**src/design/fth_pkg.sv**
```systemverilog
`default_nettype none
package fth_pkg;

	// Port widths fixed by the interface
	localparam int CMD_W   = 2;
	localparam int NODE_W  = 10;
	localparam int COLOR_W = 10;
	localparam int THR_W   = 11;
	localparam int CFG_W   = 11;
	localparam int OUT_W   = 11;

	// Default sizing
	localparam int NODES_DEF  = 1024;
	localparam int COLORS_DEF = 1024;
	localparam int BUCKET_DEF = 32;

	localparam logic [CFG_W-1:0] NODE_COUNT_RST = 11'd1024;

	// Command codes
	localparam logic [CMD_W-1:0] CMD_ADD    = 2'd0;
	localparam logic [CMD_W-1:0] CMD_REMOVE = 2'd1;
	localparam logic [CMD_W-1:0] CMD_QUERY  = 2'd2;

	typedef enum logic [1:0] {
		ALU_INC,
		ALU_DEC,
		ALU_ADD
	} alu_op_t;

	typedef enum logic [3:0] {
		S_CLEAR,
		S_IDLE,
		S_VREAD,
		S_VMOD,
		S_TDIV,
		S_TREAD,
		S_TWRF,
		S_TWRB,
		S_QDIV,
		S_QOFF,
		S_QRUN,
		S_QOUT
	} state_t;

endpackage
`default_nettype wire

```
**src/design/fth_alu.sv**
```systemverilog
`default_nettype none
module fth_alu #(
	parameter int W = 11
) (
	input  wire logic [W-1:0]        a,
	input  wire logic [W-1:0]        b,
	input  wire fth_pkg::alu_op_t    op,
	output logic [W-1:0]             y
);

	always_comb begin
		unique case (op)
			fth_pkg::ALU_INC: y = a + W'(1);
			fth_pkg::ALU_DEC: y = a - W'(1);
			fth_pkg::ALU_ADD: y = a + b;
			default:          y = a;
		endcase
	end

endmodule
`default_nettype wire

```
**config.mk**
```make
export PLATFORM = sky130hd
export DESIGN_NAME = fth_alu
export DESIGN_NICKNAME = d
export VERILOG_FILES = /design/src/design/fth_pkg.sv /design/src/design/fth_alu.sv
export SDC_FILE = /design/constraint.sdc
export NUM_CORES = 1
export LEC_CHECK = 0
export BUFFER_PORTS_ARGS = -buffer_cell sky130_fd_sc_hd__buf_2
export CORE_MARGIN = 5
export CORE_UTILIZATION = 50
export DETAILED_ROUTE_END_ITERATION = 7
export GPL_ROUTABILITY_DRIVEN = 0
export PLACE_DENSITY = 0.84
export SYNTH_ARGS = -nofsm -noshare
export SYNTH_HDL_FRONTEND = slang
export SYNTH_SLANG_ARGS = --single-unit
export TNS_END_PERCENT = 100
```
**constraint.sdc**
```tcl
create_clock -name vclk -period 5.6
set_input_delay 0 -clock vclk [all_inputs]
set_output_delay 0 -clock vclk [all_outputs]
set_load 0.02 [all_outputs]
```
### Word level (Yosys, flattened, before mapping)

Cells that the tools add are included.

* register bits after elaboration: 0
* input bits: 24
* logic and storage cells: 7

* add/sub/neg operators: 3
* eq/ne operators: 2
* muxes and demuxes: 1
* reductions and logical operators: 1

Operator list (count)
* $pmux 11 s3: 1
* $add 11x1->11 const B: 1
* $add 11x11->11: 1
* $sub 11x1->11 const B: 1
* $eq 2x1->1 const B: 1
* $eq 2x2->1 const B: 1
* $logic_not 2->1: 1

### Longest topological paths before layout

* depth after elaboration: 2
* mapped depth: 12
* gate-level depth less buffers: 11

### Worst setup path before layout

Ideal clock, no wire load.

* path kind: input -> output
* start: in op[0]
* end: out y[8]
* arrival time: 2.426 ns
* slack: 3.174 ns
* stages on the path: 11
* path buffers: 1
* path through: inv_1 -> ha_1 -> clkbuf_1 -> a211o_1 -> ha_1 -> inv_1 -> fa_1 -> nor2b_4 -> o2111a_1 -> o211ai_2 -> a311oi_1

* cells in the longest elaborated chain, start to end: 2
* elaborated cells between the ends (all ways): 4
* classes of those cells: eq/ne: 2; mux: 1; reduce/logical: 1

Ends and longest elaborated chain
* start, declared: line fth_alu.sv:7 `input wire fth_pkg::alu_op_t op,`
* $eq 2x2->1, or another cell as far along: line fth_alu.sv:12 `unique case (op)`
* $pmux 11 s3 (*): line fth_alu.sv:12
* end, declared: line fth_alu.sv:8 `output logic [W-1:0] y`

Every way passes the cells marked *; elsewhere a longest branch is shown, timed or not.

### Worst setup path in the final report

* start: in op[0]
* end: out y[10]

The elaborated chain is that of the path after synthesis.

==> metrics.md <==
| Metric | Value |
|---|---|
| Crit path DAT | around 2.4 ns |
| Total track usage | 0.162 |
| Slew Limit Headroom | 0.524 |
| Chip Width | between 50 and 60 um |
| Syn Nets | ~160 |
| Sw frac | 0.595 |
| PortBufs | 35 |
| Period utilisation layout | 0.436 |
| Critical path data required time | 5.60 ns |
| Switch Pwr | 0.0000769 W |
| Endpoint type of the worst setup path | primary output |
| Syn Inst Count | 120 |
| Hpwl dp | 1810 um |
| Maximum VDD drop | 73.7 uV |
| CTS resizes | 0 |
| Seq/Total Area, Yosys | 0 |
| Slew @ Worst Pin | ~0.7 ns |
| CP max stage delay | 0.43 ns |
| Unique masters post-synth | 37 |
| Wire length per cell | 12.8 um |
| Post-route cell area | 970 um^2 |
| Die area | 0.00251 mm^2 |
| Status | complete, no violations |
| First-pass DRT Iterations | 4 |
| Dpl cells | roughly 170 |
| YS warnings | 0 |
| Clock network fraction of total power | 0 |
| Synth top area share | 0.202 |
| Vias | 946 |
| Hold Fails Final Rpt | 0 |
| Post-Syn Area | 803 um^2 |
| Postcts setup bufs | 0 |
| Final net count | 190 |
| Number of I/O pins | 35 |
| Final worst slack | 3.16 ns |
| Vias per cell | 5.70 |
| WS Path Type | in -> out |
| Total of max-cap violations | 0 |
| Slew Limit Fails | 0 |
| Worst-path fanout max | 12 |
| HP Class | in -> out |
| Layout cell share with drive strength beyond 1 | 0.287 |
| Combinational fraction of design power | 1.000 |
| Antenna cells | 0 |
| Sequential power share | 0 |
| Initial antenna violation count | 0 |
| Largest area contributor in the netlist | ha_1 |
| P_leak | ~0.51 nW |
| PD cells | ~130 mW/mm^2 |
| Reg area | 0 um^2 |
| Fin util | 0.636 |
| DRC | 0 |
| Post-Place Cell Area | about 970 um^2 |
| Avg Synthesized Cell Area | roughly 6.7 um^2 |
| Total area of multi-input combinational cells | 744 um^2 |
| P&R area growth vs syn | 20.7% |
| Slowest stage cell, crit path | ha_1 |
| Hold-fix buffers, CTS | 0 |
| Filler cell count | around 150 |
| RSZ-0062 raised after global routing | no |
| Total number of sequential cells | 0 |
| Area contributors post-synth | ha_1 (20%), a21oi_1 (11%), nand2_1 (8.4%) |
| Clkbuf count | 0 |
| Core area | 0.00152 mm^2 |
| FP Rows | 14 |
| Vias in the first global route | 847 |
| Global-route wire length before repair | 3480 um |
| WL final | 2120 um |
| Pint | 0.0000522 W |
| Startpoint types | input port |
| FMAX | 410 MHz |
| Initial core utilization | 0.527 |
| Final min period | between 2 and 2.5 ns |
| Pre-CTS WS | around 3.2 ns |
| Setup_tns | 0 ns |
| Post-DRT Antenna Nets | 0 |
| CP Cell Sequence | buf_2, inv_1, ha_1, a211o_1, ha_1, inv_1, fa_1, nor2b_4, o2111a_1, o31ai_2, o22ai_1, o311ai_2, buf_2 |
| DR iter-0 viols | 13 |
| DIE HEIGHT | 50.1 um |
| Final Setup Violations | 0 |
| Largest net degree at the start of global routing | 22 |
| Total global routing overflow | 0 |
| Non-Filler Instances | 166 |
-- stage by stage --
stage | hold WS, ns | total power (W)
finish | 0.339 | 0.000129
detailed placement | 0.344 | 0.000129
floorplan | 0.153 | 0.0000935
CTS | 0.344 | 0.000129
global route | 0.379 | 0.000143
global placement | 0.340 | 0.000126
-- per-layer routing --
layer	wire, um	global-route usage	up-vias
met5	0	0	-
met2	1050	0.303	27
met1	970	0.210	422
li1	-	-	497
met4	0	0	0
met3	104	0.00904	0
-- logic make-up (layout without fill, tap and decap cells) --
kind of cell / count (synthesis) / after routing / share of synthesized area
AOI/OAI and AO/OA: 50 / 50 / 0.428
xor gates and xnor gates: 5 / 5 / 0.0545
adders and majority gates: 14 / 14 / 0.227
buffers and inverters: 13 / 43 / 0.0732
muxes: 1 / 1 / 0.0140
and+or+nand+nor: 37 / 37 / 0.202
-- path summary, 6_finish.rpt --
check  cells past startpoint  slack [ns]    end   from
max                       13        3.16  y[10]  op[0]
min                        4        0.34   y[9]   a[9]
-- power groups by stage --
stage	clock (W)	sequential (W)	combinational [W]
2_1_floorplan	0	0	0.0000935
3_3_place_gp	0	0	0.000126
3_5_place_dp	0	0	0.000129
4_1_cts	0	0	0.000129
5_1_grt	0	0	0.000143
6_report	0	0	0.000129
-- synth_stat cells, types with 2 or more instances --
library cell,count
a211o_1,2
a21o_1,3
a21oi_1,17
clkbuf_1,4
ha_1,13
inv_1,8
nand2_1,18
nor2_1,12
o211ai_1,3
o21a_1,2
o21ai_0,2
o21ai_1,8
xnor2_1,2
xor2_1,3
-- worst max-delay path: cells and delay by family --
family                     cells  cell delay, ns
and+or+nand+nor                1            0.06
AOI/OAI and AO/OA              5            1.09
buffers and inverters          4            0.41
adders and majority gates      3            0.87
-- cell type report --
cell class         count  share of cell area
well taps             16              0.0206
multi-input cells    107               0.768
inverters              8              0.0310
repair buffers        35               0.181
-- placed cells by master, fill, tap and decap left out, drive strengths merged --
master,synthesis,layout
fa,1,1
o21a,2,2
xor2,3,3
o2111a,1,1
a311oi,1,1
nand3,1,1
a211oi,1,1
o21bai,1,1
nor2b,1,1
mux2,1,1
o311ai,1,1
nor3,1,1
o22ai,1,1
xnor2,2,2
buf,0,35
o21ai,10,10
a211o,2,2
o2111ai,1,1
o31ai,2,2
o211ai,4,4
nor2,12,12
a21o,3,3
nand2,18,18
or2,2,2
a31oi,1,1
o31a,1,1
inv,8,8
ha,13,13
and3,2,2
a21oi,18,18
Power figures use the tool's default switching activity.
